--- src/u8dec_pkg.sv ---
package u8dec_pkg;

  localparam int unsigned CpW  = 31;
  localparam int unsigned LenW = 3;

  // Sequence lengths; zero means no sequence is open.
  localparam logic [LenW-1:0] LenNone = 3'd0;
  localparam logic [LenW-1:0] LenOne  = 3'd1;
  localparam logic [LenW-1:0] LenTwo  = 3'd2;
  localparam logic [LenW-1:0] LenThr  = 3'd3;
  localparam logic [LenW-1:0] LenFour = 3'd4;
  localparam logic [LenW-1:0] LenFive = 3'd5;
  localparam logic [LenW-1:0] LenSix  = 3'd6;

  localparam logic [7:0] ContMask = 8'hc0;
  localparam logic [7:0] ContTag  = 8'h80;
  localparam logic [7:0] PayMask  = 8'h3f;

  typedef struct packed {
    logic [LenW-1:0] len;   // LenNone for an invalid lead byte
    logic [6:0]      bits;  // payload bits of the lead byte
  } lead_t;

  function automatic lead_t lead_decode(input logic [7:0] b);
    lead_t r;
    r.len  = LenNone;
    r.bits = 7'd0;
    if (b[7] == 1'b0) begin
      r.len  = LenOne;
      r.bits = b[6:0];
    end else if (b[7:5] == 3'b110) begin
      r.len  = LenTwo;
      r.bits = {2'd0, b[4:0]};
    end else if (b[7:4] == 4'b1110) begin
      r.len  = LenThr;
      r.bits = {3'd0, b[3:0]};
    end else if (b[7:3] == 5'b11110) begin
      r.len  = LenFour;
      r.bits = {4'd0, b[2:0]};
    end else if (b[7:2] == 6'b111110) begin
      r.len  = LenFive;
      r.bits = {5'd0, b[1:0]};
    end else if (b[7:1] == 7'b1111110) begin
      r.len  = LenSix;
      r.bits = {6'd0, b[0]};
    end
    return r;
  endfunction

  function automatic logic [CpW-1:0] range_low(input logic [LenW-1:0] n);
    logic [CpW-1:0] r;
    case (n)
      LenTwo:  r = 31'h0000_0080;
      LenThr:  r = 31'h0000_0800;
      LenFour: r = 31'h0001_0000;
      LenFive: r = 31'h0020_0000;
      LenSix:  r = 31'h0400_0000;
      default: r = 31'h0000_0000;
    endcase
    return r;
  endfunction

  function automatic logic [CpW-1:0] range_high(input logic [LenW-1:0] n);
    logic [CpW-1:0] r;
    case (n)
      LenOne:  r = 31'h0000_007f;
      LenTwo:  r = 31'h0000_07ff;
      LenThr:  r = 31'h0000_ffff;
      LenFour: r = 31'h001f_ffff;
      LenFive: r = 31'h03ff_ffff;
      LenSix:  r = 31'h7fff_ffff;
      default: r = 31'h0000_0000;
    endcase
    return r;
  endfunction

endpackage

--- src/utf8_stream_decoder_core.sv ---
// An accepted byte goes first to the input register and then, if it yields a result,
// that result goes to the result register, which drives the outputs.
// Throughput: one byte per cycle while out_ready stays high. A waiting result holds the
// byte in the input register, and once that register is full in_ready stays low.
// Reset (rst_n low, synchronous): no sequence is open and both registers are empty.
module utf8_stream_decoder_core
  import u8dec_pkg::*;
(
  input  logic            clk,
  input  logic            rst_n,
  input  logic            in_valid,
  output logic            in_ready,
  input  logic [7:0]      in_data_byte,
  input  logic            in_end_of_data,
  output logic            out_valid,
  input  logic            out_ready,
  output logic [CpW-1:0]  out_code_point,
  output logic            out_valid_res,
  output logic [LenW-1:0] out_byte_count
);

  // Input register: one byte and its end-of-data flag.
  logic            in_vld_r, in_vld_nxt;
  logic [7:0]      byte_r;
  logic            eod_r;

  // Sequence state.
  logic [CpW-1:0]  acc_r, acc_nxt;
  logic [LenW-1:0] exp_len_r, exp_len_nxt;
  logic [LenW-1:0] seen_r, seen_nxt;
  logic            err_r, err_nxt;

  // Result register.
  logic            out_vld_r, out_vld_nxt;
  logic [CpW-1:0]  cp_r, cp_nxt;
  logic            ok_r, ok_nxt;
  logic [LenW-1:0] cnt_r, cnt_nxt;

  logic            advance;   // the held byte is decoded this cycle
  logic            emit;      // the decoded byte closes a sequence
  lead_t           lead;
  logic [CpW-1:0]  acc_shift;
  logic [LenW-1:0] seen_inc;
  logic            bad_cont;

  // The held byte moves on when the result register is free or is being emptied.
  assign advance  = in_vld_r && (!out_vld_r || out_ready);
  assign in_ready = !in_vld_r || advance;
  assign in_vld_nxt = (in_valid && in_ready) || (in_vld_r && !advance);

  assign lead      = lead_decode(byte_r);
  assign acc_shift = {acc_r[CpW-7:0], byte_r[5:0] & PayMask[5:0]};
  assign seen_inc  = seen_r + LenOne;
  assign bad_cont  = (byte_r & ContMask) != ContTag;

  always_comb begin
    acc_nxt     = acc_r;
    exp_len_nxt = exp_len_r;
    seen_nxt    = seen_r;
    err_nxt     = err_r;
    emit        = 1'b0;
    cp_nxt      = '0;
    ok_nxt      = 1'b0;
    cnt_nxt     = LenOne;
    if (advance) begin
      if (exp_len_r == LenNone) begin
        // Lead byte: either a result at once, or a new sequence opens.
        if (lead.len == LenOne) begin
          emit   = 1'b1;
          ok_nxt = 1'b1;
          cp_nxt = {{(CpW-7){1'b0}}, lead.bits};
        end else if (lead.len == LenNone || eod_r) begin
          emit = 1'b1;
        end else begin
          acc_nxt     = {{(CpW-7){1'b0}}, lead.bits};
          exp_len_nxt = lead.len;
          seen_nxt    = LenOne;
          err_nxt     = 1'b0;
        end
      end else begin
        // Continuation byte: always consumed, whatever its value.
        if (seen_inc >= exp_len_r) begin
          emit    = 1'b1;
          cnt_nxt = exp_len_r;
          ok_nxt  = !err_r && !bad_cont &&
                    acc_shift >= range_low(exp_len_r) &&
                    acc_shift <= range_high(exp_len_r);
          cp_nxt  = ok_nxt ? acc_shift : '0;
          acc_nxt     = '0;
          exp_len_nxt = LenNone;
          seen_nxt    = LenNone;
          err_nxt     = 1'b0;
        end else if (eod_r) begin
          // End of data cuts the sequence short.
          emit        = 1'b1;
          cnt_nxt     = seen_inc;
          acc_nxt     = '0;
          exp_len_nxt = LenNone;
          seen_nxt    = LenNone;
          err_nxt     = 1'b0;
        end else begin
          acc_nxt  = acc_shift;
          seen_nxt = seen_inc;
          err_nxt  = err_r || bad_cont;
        end
      end
    end
  end

  assign out_vld_nxt = emit || (out_vld_r && !out_ready);

  always_ff @(posedge clk) begin
    if (!rst_n) begin
      in_vld_r  <= 1'b0;
      out_vld_r <= 1'b0;
      acc_r     <= '0;
      exp_len_r <= LenNone;
      seen_r    <= LenNone;
      err_r     <= 1'b0;
    end else begin
      in_vld_r  <= in_vld_nxt;
      out_vld_r <= out_vld_nxt;
      acc_r     <= acc_nxt;
      exp_len_r <= exp_len_nxt;
      seen_r    <= seen_nxt;
      err_r     <= err_nxt;
    end
  end

  // Payload registers need no reset.
  always_ff @(posedge clk) begin
    if (in_valid && in_ready) begin
      byte_r <= in_data_byte;
      eod_r  <= in_end_of_data;
    end
    if (emit) begin
      cp_r  <= cp_nxt;
      ok_r  <= ok_nxt;
      cnt_r <= cnt_nxt;
    end
  end

  assign out_valid      = out_vld_r;
  assign out_code_point = cp_r;
  assign out_valid_res  = ok_r;
  assign out_byte_count = cnt_r;

  // An invalid result always carries a zero code point.
  a_invalid_zero: assert property (@(posedge clk) disable iff (!rst_n)
    out_vld_r && !ok_r |-> cp_r == '0)
    else $error("invalid result with nonzero code point");

  // Byte count of a result stays within one to six.
  a_count_range: assert property (@(posedge clk) disable iff (!rst_n)
    out_vld_r |-> cnt_r != LenNone && cnt_r <= LenSix)
    else $error("result byte count out of range");

  // An open sequence has consumed fewer bytes than its length.
  a_seq_open: assert property (@(posedge clk) disable iff (!rst_n)
    exp_len_r != LenNone |-> seen_r != LenNone && seen_r < exp_len_r &&
                              exp_len_r != LenOne && exp_len_r <= LenSix)
    else $error("sequence state inconsistent");

  // A result never gets overwritten while it waits to be taken.
  a_no_overwrite: assert property (@(posedge clk) disable iff (!rst_n)
    out_vld_r && !out_ready |-> !emit)
    else $error("result register overwritten");

endmodule
--- config.mk ---
export PLATFORM = sky130hd
export DESIGN_NAME = utf8_stream_decoder_core
export DESIGN_NICKNAME = d
export VERILOG_FILES = /design/src/u8dec_pkg.sv /design/src/utf8_stream_decoder_core.sv
export SDC_FILE = /design/constraint.sdc
export NUM_CORES = 1
export LEC_CHECK = 0
export ABC_AREA = 1
export ABC_CLOCK_PERIOD_IN_PS = 9200
export BUFFER_PORTS_ARGS = -buffer_cell sky130_fd_sc_hd__buf_2
export CAP_MARGIN = 25
export CORE_ASPECT_RATIO = 1.25
export CORE_MARGIN = 2
export CORE_UTILIZATION = 50
export CTS_BUF_LIST = sky130_fd_sc_hd__clkbuf_16
export CTS_CLUSTER_DIAMETER = 40
export DETAILED_ROUTE_END_ITERATION = 8
export GPL_TIMING_DRIVEN = 0
export PLACE_DENSITY = 0.77
export SKIP_CTS_REPAIR_TIMING = 1
export SYNTH_ARGS = -nofsm -noshare
export SYNTH_HDL_FRONTEND = slang
export SYNTH_SLANG_ARGS = --single-unit
--- constraint.sdc ---
create_clock -name clk -period 9.2 [get_ports clk]
set_clock_uncertainty 0.1 [all_clocks]
set_input_delay 0.92 -clock clk [delete_from_list [all_inputs] [get_ports clk]]
set_output_delay 0.92 -clock clk [all_outputs]
set_load 0.02 [all_outputs]
# Yosys cells after proc, flatten, opt, wreduce, memory -nomap -nowiden
# Index checks and enable logic that the tools add are counted.
[totals]
out_inout_bits = 37
in_bits = 13
word_cells = 105
reg_bits = 78
[classes]
n_eq_ne = 15
bitwise_logic = 1
n_reduce_logical = 25
muxes = 49
order_cmp = 3
addsub = 1
[ops]
columns = ["cell", "n"]
rows = [
  ["31-bit 2-to-1 mux", 9],
  ["31-bit case mux with 6 select lines", 1],
  ["27-bit case mux with 5 select lines", 1],
  ["25-bit 2-to-1 mux", 5],
  ["10-bit 2-to-1 mux", 6],
  ["3-bit 2-to-1 mux", 12],
  ["31-bit greater-or-equal comparator", 1],
  ["31-bit <= comparator", 1],
  ["1-bit 2-to-1 mux", 14],
  ["3-bit == test, second input constant", 4],
  ["7-bit == test, second input constant", 1],
  ["1-bit logical AND", 7],
  ["7-bit 2-to-1 mux", 1],
  ["3-bit by 1-bit == test with 1-bit output, second input constant", 2],
  ["3-bit by 2-bit == test with 1-bit output, second input constant", 2],
  ["6-bit == test, second input constant", 1],
  ["1-bit logical NOT", 6],
  ["3-bit logical NOT", 2],
  ["1-bit logical OR", 6],
  ["2-bit != test, second input constant", 3],
  ["5-bit == test, second input constant", 1],
  ["4-bit == test, second input constant", 1],
  ["4-bit AND reduction", 1],
  ["3-bit by 1-bit adder with 3-bit output, second input constant", 1],
  ["5 further kinds", 5],
]

# Depth between registers and ports, before layout
# Gate-level depths: netlist of run 1.
[depth]
word_depth = 14
depth_mapped = 19
depth_no_buf = 18

# Worst setup path before layout of run 1
# OpenSTA, ideal clock, no wires.
[synth_path]
path_kind = "flip-flop to flip-flop"
startpoint = "register seen_r[0]"
endpoint = "register cnt_r[0], in the netlist out_byte_count[0], enable pin"
stages_incl_launch_ff = 13
arrival_time_ns = 2.436
slack_ns = 6.274
setup_ns = 0.390
n_path_buf = 0
path_cell_list = "dfxtp_1 -> ha_1 -> xnor2_1 -> inv_1 -> ha_1 -> nand2_1 -> nor2_1 -> a211oi_1 -> nand2_1 -> nor3_2 -> nor2_1 -> nand2_1 -> inv_1"
[synth_between]
elab_chain_len = 5
[synth_lines]
columns = ["element", "line_no", "source"]
rows = [
  ["from (decl)", "utf8_stream_decoder_core.sv:30", "logic [LenW-1:0] seen_r, seen_nxt;"],
  ["from (signal assigned)", "utf8_stream_decoder_core.sv:118", "seen_r <= LenNone;"],
  ["from (signal assigned)", "utf8_stream_decoder_core.sv:125", "seen_r <= seen_nxt;"],
  ["3-bit by 1-bit adder with 3-bit output", "utf8_stream_decoder_core.sv:53", "assign seen_inc = seen_r + LenOne;"],
  ["3-bit greater-or-equal comparator", "utf8_stream_decoder_core.sv:82", "if (seen_inc >= exp_len_r) begin"],
  ["1-bit 2-to-1 mux", "utf8_stream_decoder_core.sv:82", ""],
  ["1-bit 2-to-1 mux", "utf8_stream_decoder_core.sv:66", "if (exp_len_r == LenNone) begin"],
  ["1-bit 2-to-1 mux", "utf8_stream_decoder_core.sv:65", "if (advance) begin"],
  ["via emit", "utf8_stream_decoder_core.sv:40", "logic emit;"],
  ["to (signal assigned)", "utf8_stream_decoder_core.sv:139", "cnt_r <= cnt_nxt;"],
  ["to (decl)", "utf8_stream_decoder_core.sv:37", "logic [LenW-1:0] cnt_r, cnt_nxt;"],
]
# The timed path passes the listed nets, and every way through them passes these cells.
# A chain may end at the register's enable or synchronous reset.

# Worst setup path after layout of run 1
[layout_path]
startpoint = "register exp_len_r[0]"
endpoint = "register cp_r[15], in the netlist out_code_point[15], data pin"
[layout_between]
elab_chain_len = 11
elab_cells_between_ends = 23
cone_classes = "3 x order compare; 6 x eq/ne; 11 x mux; 3 x reduce/logical"
[layout_lines]
columns = ["element", "line_no", "source"]
rows = [
  ["from (decl)", "utf8_stream_decoder_core.sv:29", "logic [LenW-1:0] exp_len_r, exp_len_nxt;"],
  ["from (signal assigned)", "utf8_stream_decoder_core.sv:117", "exp_len_r <= LenNone;"],
  ["from (signal assigned)", "utf8_stream_decoder_core.sv:124", "exp_len_r <= exp_len_nxt;"],
  ["3-bit == test / 3-bit by 2-bit == test with 1-bit output (equally long branches)", "u8dec_pkg.sv:52, u8dec_pkg.sv:65", ""],
  ["27-bit case mux with 5 select lines", "u8dec_pkg.sv:52", "case (n)"],
  ["31-bit 2-to-1 mux", "utf8_stream_decoder_core.sv:82", ""],
  ["31-bit 2-to-1 mux", "utf8_stream_decoder_core.sv:66", ""],
  ["31-bit 2-to-1 mux", "utf8_stream_decoder_core.sv:65", ""],
  ["31-bit greater-or-equal comparator", "utf8_stream_decoder_core.sv:86", "acc_shift >= range_low(exp_len_r) &&"],
  ["1-bit logical AND", "utf8_stream_decoder_core.sv:85", "ok_nxt = !err_r && !bad_cont &&"],
  ["1-bit logical AND", "utf8_stream_decoder_core.sv:86", ""],
  ["31-bit 2-to-1 mux", "utf8_stream_decoder_core.sv:88", "cp_nxt = ok_nxt ? acc_shift : '0;"],
  ["31-bit 2-to-1 mux", "utf8_stream_decoder_core.sv:82", ""],
  ["31-bit 2-to-1 mux *", "utf8_stream_decoder_core.sv:66", ""],
  ["to (signal assigned)", "utf8_stream_decoder_core.sv:137", "cp_r <= cp_nxt;"],
  ["to (decl)", "utf8_stream_decoder_core.sv:35", "logic [CpW-1:0] cp_r, cp_nxt;"],
]
# Mark *: on every way between the ends. The rest lies on a longest branch, timed or not. The select of a mux whose other input is x is not followed.

==> flow_summary.json, run 1 <==
{
  "status": "finished, final reports clean",
  "p_per_area_nw_per_um2": 177,
  "antenna_cells": 0,
  "ys_top_cells_by_area": "edfxtp_1 32%, dfxtp_1 16%, ha_1 11%",
  "r2r_cells": 19,
  "clockBufferDepth": 2,
  "hold_depth": 2,
  "worst_setup_path_start_kind": "register",
  "antenna_found_initial": 0,
  "tns_ns": 0,
  "hold_start": "seen_r[1]",
  "core-area_um2": 8150,
  "vias_per_cell": 5.76,
  "yosysUniqueCellTypes": 32,
  "rrSetupSlack_ns": 5.62,
  "path_class": "register to register",
  "die_y_um": 106,
  "cp.arrival_ns": 3.68,
  "vdd_drop_max_uv": 128,
  "dr.pass1.iters": 5,
  "wire_per_inst_um": 16.3,
  "synth_edf_count": 44,
  "clock-root-buffer": "clkbuf_16",
  "synth.net_count": 514,
  "initial_utilization_pct": 51.0,
  "grt_max_degree": 19,
  "drc_errors": 0,
  "final_nets": 575,
  "leakage_nw": 2.13,
  "netlist_instances": 463,
  "async_flop_share_pct": 0,
  "finalCriticalPeriod_ns": 3.58,
  "yosys-top-cells-count": "59 x inv_1, 59 x nor2_1, 54 x a21oi_1",
  "dieArea_um2": 9070,
  "cts_tree": "yes",
  "globalRouteOverflowTotal": 0,
  "num_rows": 37,
  "drive_gt1_share_pct": 15.3,
  "setup_viol": 0,
  "max_freq_mhz": 279,
  "yosysTopAreaCell": "edfxtp_1",
  "gp_congestion": 0.914,
  "drt_iter0_drc": 196,
  "numCtsBuffers": 9,
  "place_hpwl_um": 7690,
  "cts.sinks": 78,
  "rsz0062_at_grt": "no",
  "ys_ff_latch": 78,
  "grt_pass1_vias": 3558,
  "timing.final.crit_share_pct": 39.0,
  "endpoint_kind": "register",
  "tightest_slew_ns": 0.947,
  "routed_wirelength_um": 10200,
  "syn_area_um2": 4160,
  "clock_latency_ns": 0.34,
  "yosysSeqAreaShare_pct": 48.1,
  "syn2layout_area_growth_pct": 16.9,
  "io_buffers": 49,
  "grt_pass1_wl_um": 16500,
  "min_path_type": "register to register",
  "hold_viol_final": 0,
  "final_antenna_net_count": 0,
  "nFillCells": 698,
  "hold_slack_ns": 0.376,
  "ys.flop_type": "edfxtp_1",
  "ys_warn_count": 0,
  "cp.required_ns": 9.30,
  "syn_area_per_cell_um2": 8.98,
  "die_x_um": 85.6,
  "io_pins": 50,
  "crit-reg2reg-launch": "exp_len_r[0]",
  "path_clk_slew_ns": 0.06,
  "whs_endpoint": "seen_r[1]",
  "regArea_um2": 2000,
  "multiInputGateArea_um2": 1850,
  "cap_violations": 0,
  "maxSlewViolCount": 0,
  "timing.rr.end": "out_code_point[15]",
  "grt.total_usage_pct": 23.8,
  "synth.top_cell.area_share_pct": 31.8,
  "cp_max_fo": 10,
  "num_vias": 3607,
  "h-tree-depth": 3,
  "maxSlewHeadroom_pct": 36.4
}
per-stage QoR:
stage / total power [mW] / util [%] / std cells / instance area, µm² / setup WS [ns]
3_5_place_dp: 0.496 / 55.9 / 610 / 4550 / 5.68
2_1_floorplan: 0.465 / - / 463 / 4160 / 6.27
4_1_cts: 0.864 / 59.6 / 626 / 4860 / 5.64
5_1_grt: 0.891 / 59.6 / 626 / 4860 / 5.31
3_3_place_gp: 0.491 / 55.5 / 609 / 4520 / 5.76
6_report: 0.862 / 59.6 / 626 / 4860 / 5.62
layout make-up:
class / instances / share of cell area [%]
Sequential cell: 78 / 41.2
Multi-Input combinational cell: 310 / 38.1
Timing Repair Buffer: 50 / 5.61
Inverter: 62 / 4.79
Clock buffer: 9 / 4.63
Tap cell: 97 / 2.50
Clock inverter: 7 / 1.70
Buffer: 13 / 1.47
layer usage:
layer | vias to the layer above | GRT usage [%] | routed length [µm]
met3 | 34 | 4.11 | 518
met1 | 1702 | 26.2 | 3890
met4 | 0 | 18.4 | 558
met2 | 130 | 40.1 | 5240
li1 | 1741 | - | -
met5 | - | 0 | 0
how the worst max path moves through the flow:
stage / slack, ns / endpoint / depth (start not counted) / startpoint
floorplan: 6.27 / out_byte_count[0] / 12 / seen_r[0]
CTS: 5.64 / out_code_point[15] / 19 / exp_len_r[0]
finish: 5.62 / out_code_point[15] / 19 / exp_len_r[0]
detailed placement: 5.68 / out_code_point[5] / 19 / exp_len_r[0]
global route: 5.31 / out_code_point[15] / 19 / exp_len_r[0]
global placement: 5.76 / out_code_point[28] / 12 / seen_r[0]
cells in the final DEF (no fill, tap or decap):
cell,synthesis,routed
a21boi_0,1,1
inv_1,59,61
clkbuf_1,6,6
nor2_1,59,59
o21ai_0,19,19
clkbuf_16,0,9
a211oi_1,28,28
nor2_4,1,1
buf_4,1,1
nor3_2,1,1
inv_2,3,3
bufinv_16,0,2
buf_16,0,1
a21o_1,1,1
o32ai_1,3,3
nand3_2,1,1
nand3b_1,1,1
nand3_1,25,25
edfxtp_1,44,44
nor3_1,10,10
buf_1,1,1
nand2_4,2,2
o31ai_1,2,2
ha_1,38,38
dfxtp_1,34,34
clkinv_2,0,3
xnor2_1,1,1
nand2_1,48,48
nand2_2,3,3
a211o_1,1,1
nor4_1,2,2
a21oi_1,54,54
nand4_1,8,8
buf_2,3,52
o211ai_1,1,1
buf_6,2,2
where the power goes:
group	internal, mW	total [mW]	switching, mW
combinational	0.0345	0.0983	0.0638
sequential	0.382	0.392	0.0103
clock	0.234	0.372	0.138
total	0.650	0.862	0.212
registers in the layout (all words and copies together) (netlist names):
signal          flops
out_code_point     31
exp_len_r           3
out_valid           1
err_r               1
out_byte_count      3
out_valid_res       1
acc_r              25
seen_r              3
byte_r              8
eod_r               1
in_vld_r            1
critical path, stage by stage (launching register included):
cell and delay, ns:
dfxtp_1 0.45, inv_1 0.16, nand3_1 0.28, nand2_2 0.13
nor2_4 0.26, nand2_4 0.09, nor2_1 0.40, ha_1 0.34
a21oi_1 0.14, o21ai_0 0.10, a21oi_1 0.19, nor2_1 0.07
nor2_1 0.08, nand2_1 0.05, nand2_1 0.05, nand2_1 0.06
nand2_2 0.10, nand2_4 0.07, buf_4 0.19, nor2_1 0.12
logic make-up after synthesis:
family                   count (synthesis)  share of synthesized area, %
buffers and inverters                   75                          7.31
AO/OA/AOI/OAI                          110                          15.6
adder cells (fa/ha/maj)                 38                          11.4
XOR/XNOR                                 1                         0.211
flip-flops                              78                          48.1
AND/OR/NAND/NOR                        161                          17.3
No activity file was read; power rests on OpenSTA's default activity.
==> inputs of run 2 (changes only) <==
Settings changed: ABC_CLOCK_PERIOD_IN_PS 9200 to 3000, PLACE_DENSITY 0.77 to 0.8.
Clock period 9.2 ns to 3 ns, I/O delays scaled along.
==> run 2 against run 1 <==
Net effect: hold slack worse by 0.35 ns; sequential share of layout area down 1.8 points; sequential cell count unchanged; cell count up 2.4%; register-to-register slack worse by 5.5 ns; non-clock buffer count up 15.
==> flow_summary.json, run 2 (synthesis results as in run 1) <==
{
  "status": "finished, final reports clean",
  "drive_gt1_share_pct": 22.2,
  "cts.sinks": 78,
  "io_buffers": 49,
  "crit-reg2reg-launch": "exp_len_r[1]",
  "swShare_pct": 24.6,
  "nFillCells": 650,
  "cp.arrival_ns": 2.96,
  "clockBufferDepth": 2,
  "cp.required_ns": 3.09,
  "grt.total_usage_pct": 24.0,
  "clock_latency_ns": 0.34,
  "hold_viol_final": 0,
  "fin_cells": 641,
  "vdd_drop_max_uv": 373,
  "tightest_slew_ns": 1.04,
  "initial_utilization_pct": 51.0,
  "timing.final.crit_share_pct": 95.7,
  "syn2layout_area_growth_pct": 23.1,
  "finalCriticalPeriod_ns": 2.87,
  "maxSlewHeadroom_pct": 29.9,
  "setup_viol": 0,
  "grt_pass1_wl_um": 16600,
  "hold_slack_ns": 0.0293,
  "p_per_area_nw_per_um2": 521,
  "r2r_cells": 20,
  "grt_pass1_vias": 3567,
  "cap_violations": 0,
  "final_antenna_net_count": 0,
  "die_x_um": 85.6,
  "die_y_um": 106,
  "dr.pass1.iters": 5,
  "cts_tree": "yes",
  "num_rows": 37,
  "largest_register_ffs": 31,
  "mostFrequentLayoutCells": "57 x inv_1, 54 x nor2_1, 52 x buf_2",
  "hold_start": "in_data_byte[1]",
  "maxSlewViolCount": 0,
  "cp_max_fo": 10,
  "clock-root-buffer": "clkbuf_16",
  "h-tree-depth": 3,
  "gp_congestion": 0.939,
  "grt_max_degree": 19,
  "wire_per_inst_um": 16.6,
  "num_vias": 3727,
  "endpoint_kind": "register",
  "leakage_nw": 2.22,
  "drc_errors": 0,
  "hold_depth": 1,
  "comb_power_share_pct": 12.5,
  "worst_setup_path_start_kind": "register",
  "whs_endpoint": "byte_r[1]",
  "routed_wirelength_um": 10600,
  "core-area_um2": 8150,
  "power_mw": 2.66,
  "antenna_cells": 0,
  "place_hpwl_um": 7750,
  "numCtsBuffers": 9,
  "path_clk_slew_ns": 0.06,
  "io_pins": 50,
  "min_path_type": "input port to register",
  "dp.cells": 610,
  "worst_slack_ns": 0.130,
  "antenna_found_initial": 0,
  "p_int_mw": 2.01,
  "globalRouteOverflowTotal": 0,
  "final_nets": 590,
  "power_switching_mw": 0.655,
  "pwr-share-clk_pct": 42.4,
  "seq_power_share_pct": 45.1,
  "dieArea_um2": 9070,
  "dpl_worst_slack_ns": -0.581,
  "path_class": "register to register",
  "rrSetupSlack_ns": 0.13,
  "drt_iter0_drc": 272,
  "rsz0062_at_grt": "yes",
  "max_freq_mhz": 348,
  "layout_commonest_cell": "inv_1",
  "tns_ns": 0,
  "vias_per_cell": 5.81,
  "timing.rr.end": "out_code_point[4]"
}
==> run 2: changes by cell type in the layout (fill, tap and decap cells not counted), moves of 3 or more <==
| cell | previous run | this run |
|---|---|---|
| buf_4 | 1 | 14 |
| nor2_1 | 59 | 54 |
| a21oi_1 | 54 | 50 |
| a21oi_2 | 0 | 4 |
| dfxtp_1 | 34 | 30 |
| inv_1 | 61 | 57 |
| nand3_1 | 25 | 21 |
| nor2_2 | 0 | 4 |
| clkinv_1 | 0 | 3 |
| dfxtp_4 | 0 | 3 |
| inv_4 | 0 | 3 |
| nand3_2 | 1 | 4 |
==> run 2: area by class of cell <==
type	instances	area (µm²)	area share, %
Clock inverter	7	80.1	1.56
Sequential cell	78	2010	39.4
Clock buffer	9	225	4.40
Multi-Input combinational cell	310	1950	38.2
Buffer	13	81.3	1.59
Timing Repair Buffer	65	398	7.78
Tap cell	97	121	2.37
Inverter	62	244	4.77
==> run 2: how the worst max path moves through the flow <==
stage,from,end,slack [ns],depth (start not counted)
2_1_floorplan,seen_r[0],out_byte_count[0],0.07,12
3_3_place_gp,exp_len_r[0],out_code_point[15],-0.44,19
3_5_place_dp,exp_len_r[0],out_code_point[15],-0.58,19
4_1_cts,exp_len_r[0],out_code_point[15],-0.61,19
5_1_grt,exp_len_r[1],out_code_point[4],-0.06,19
6_report,exp_len_r[1],out_code_point[4],0.13,20
==> run 2: power by group through the flow <==
stage / clock, mW / combinational, mW / sequential, mW
floorplan: 0 / 0.185 / 1.24
global placement: 0 / 0.283 / 1.22
detailed placement: 0 / 0.298 / 1.22
CTS: 1.14 / 0.300 / 1.20
global route: 1.17 / 0.370 / 1.21
finish: 1.13 / 0.334 / 1.20
==> run 2: layer usage <==
metal	GRT usage (%)	vias to the layer above	routed length (µm)	part of all wire [%]
met5	0	-	0	0
met4	19.8	0	678	6.4
met3	3.65	47	672	6.3
met2	41.2	168	5420	51
met1	25.6	1736	3880	36
li1	-	1776	-	-
==> run 2: worst max-delay path: stages, from the launching register on <==
cell     delay, ns
dfxtp_4       0.40
inv_4         0.07
nand3_2       0.09
nand2_2       0.06
nor2_4        0.17
nand2_4       0.09
nor2_4        0.18
buf_4         0.15
ha_4          0.20
a21oi_2       0.14
o31ai_1       0.08
a21oi_1       0.19
nor2_1        0.07
nor2_1        0.08
nand2_1       0.06
nand2_1       0.05
nand2_1       0.06
nand2_2       0.11
nand2_4       0.08
buf_6         0.15
a21oi_1       0.12
==> run 2: through the flow <==
stage	area [µm²]	util (%)
6_report	5120	62.8
5_1_grt	5120	62.8
4_1_cts	4860	59.6
3_5_place_dp	4550	55.9
3_3_place_gp	4520	55.5
2_1_floorplan	4160	-
==> inputs of run 3 (changes only) <==
Settings changed: CELL_PAD_IN_SITES_DETAIL_PLACEMENT from default to 1, CELL_PAD_IN_SITES_GLOBAL_PLACEMENT from default to 1, CORE_UTILIZATION 50 to 40, PLACE_DENSITY 0.8 to 0.83.
==> run 3 against run 2 <==
Net effect: the flow now finishes with violations (setup timing); combinational power is 16% higher; count of clock-buffer cells in the layout is 2 higher; hold slack got worse by 0.011 ns; design area rose by 7.0%; clock power rose by 6%; largest cell class is now multi-input combinational cells; fmax shrank 5.5%; critical path depth is 1 lower; sequential power is essentially flat; critical path type unchanged.
==> flow_summary.json, run 3 (synthesis results as in run 1) <==
{
  "clock_latency_ns": 0.35,
  "drc_errors": 0,
  "path_clk_slew_ns": 0.07,
  "gp_congestion": 0.885,
  "cap_violations": 0,
  "drive_gt1_share_pct": 27.4,
  "place_area_um2": 4590,
  "p_per_area_nw_per_um2": 510,
  "tns_ns": -0.258,
  "cts_tree": "yes",
  "initial_utilization_pct": 41.1,
  "num_rows": 41,
  "layout_commonest_cell": "inv_1",
  "globalRouteOverflowTotal": 0,
  "status": "finished, violations left",
  "cp_max_fo": 7,
  "nFillCells": 1160,
  "timing.final.crit_share_pct": 101,
  "die_x_um": 95.2,
  "grt_pass1_wl_um": 19200,
  "dpl_worst_slack_ns": -0.635,
  "antenna_found_initial": 0,
  "endpoint_kind": "register",
  "grt_max_degree": 19,
  "path_class": "register to register",
  "final_cell_area_um2": 5480,
  "syn2layout_area_growth_pct": 31.7,
  "grt_pass1_vias": 3934,
  "maxSlewHeadroom_pct": 26.2,
  "rsz0062_at_grt": "yes",
  "hold_viol_final": 0,
  "violations": "setup timing",
  "routed_wirelength_um": 14300,
  "worst_slack_ns": -0.0357,
  "min_path_type": "input port to register",
  "io_buffers": 49,
  "clockBufferDepth": 2,
  "vias_per_cell": 5.77,
  "dieArea_um2": 11200,
  "post-route-util_pct": 54.2,
  "final_nets": 594,
  "hold_slack_ns": 0.0179,
  "crit_chain": "nand3_4 > nand2_4 > nor2_4 > buf_4 > ha_1 > nand2_1 > inv_1 > nand3_4 > nor2_4 > nand4_1 > nor2_1 > nor2_1 > nand2_1 > nand2_1 > nand2_1 > nand2_2 > nand2_8 > clkbuf_16 > a21oi_2",
  "wire_per_inst_um": 21.1,
  "clock-root-buffer": "clkbuf_16",
  "crit_family": "simple AND/OR/NAND/NOR gates",
  "path_buf_inv": 3,
  "tightest_slew_ns": 1.10,
  "place_hpwl_um": 8890,
  "max_freq_mhz": 329,
  "multiInputGateArea_um2": 2130,
  "cp.required_ns": 2.99,
  "cts.sinks": 78,
  "cpMostUsedCell": "nand2_1",
  "mostFrequentLayoutCells": "57 x inv_1, 54 x buf_2, 48 x nor2_1",
  "fin_cells": 677,
  "crit_slowest_cell": "dfxtp_4",
  "drt_iter0_drc": 185,
  "grt.total_usage_pct": 22.4,
  "maxSlewViolCount": 0,
  "slowest_delay_ns": 0.47,
  "dr.pass1.iters": 4,
  "core-area_um2": 10100,
  "worst_setup_path_start_kind": "register",
  "vdd_drop_max_uv": 247,
  "largest_register_ffs": 31,
  "setup_viol": 20,
  "cp.arrival_ns": 3.03,
  "io_pins": 50,
  "h-tree-depth": 3,
  "die_y_um": 118,
  "power_mw": 2.79,
  "num_vias": 3908,
  "finalCriticalPeriod_ns": 3.04,
  "final_antenna_net_count": 0,
  "leakage_nw": 2.31,
  "dp.cells": 642,
  "numCtsBuffers": 9,
  "antenna_cells": 0,
  "regArea_um2": 2010
}
## run 3: changes by cell type in the layout (fill, tap and decap cells not counted), sizes merged
| cell | previous run | this run |
|---|---|---|
| clkinv | 4 | 2 |
| clkbuf | 15 | 18 |
| inv | 62 | 63 |
| buf | 72 | 75 |
| bufinv | 2 | 1 |
## run 3: power breakdown
| part | internal, mW | switching, mW |
|---|---|---|
| Clock | 0.743 | 0.457 |
| Combinational | 0.135 | 0.252 |
| Sequential | 1.17 | 0.0355 |
## run 3: metal layers
| layer | vias up | part of all wire [%] | wire length (µm) | global-route usage (%) |
|---|---|---|---|---|
| met5 | - | 0 | 0 | 0 |
| met4 | 0 | 6.3 | 899 | 12.8 |
| met3 | 59 | 3.8 | 537 | 4.10 |
| met2 | 133 | 53 | 7550 | 39.8 |
| met1 | 1937 | 37 | 5290 | 24.0 |
| li1 | 1779 | - | - | - |
## run 3: area by class of cell
class | instances | share of cell area [%]
clock buffer | 11 | 5.03
timing repair buffer | 69 | 9.07
buffer | 13 | 1.62
inverter | 62 | 4.68
clock inverter | 5 | 0.960
multi-input combinational | 310 | 38.9
tap | 129 | 2.95
sequential | 78 | 36.8
## run 3: final timing paths
check | from | endpoint | slack [ns] | cells after the start
worst max-delay path | exp_len_r[2] | out_code_point[2] | -0.04 | 19
worst min-delay path | in_data_byte[5] | byte_r[5] | 0.02 | 1
worst max register to register | exp_len_r[2] | out_code_point[2] | -0.04 | 19
worst min register to register | seen_r[1] | seen_r[1] | 0.39 | 2
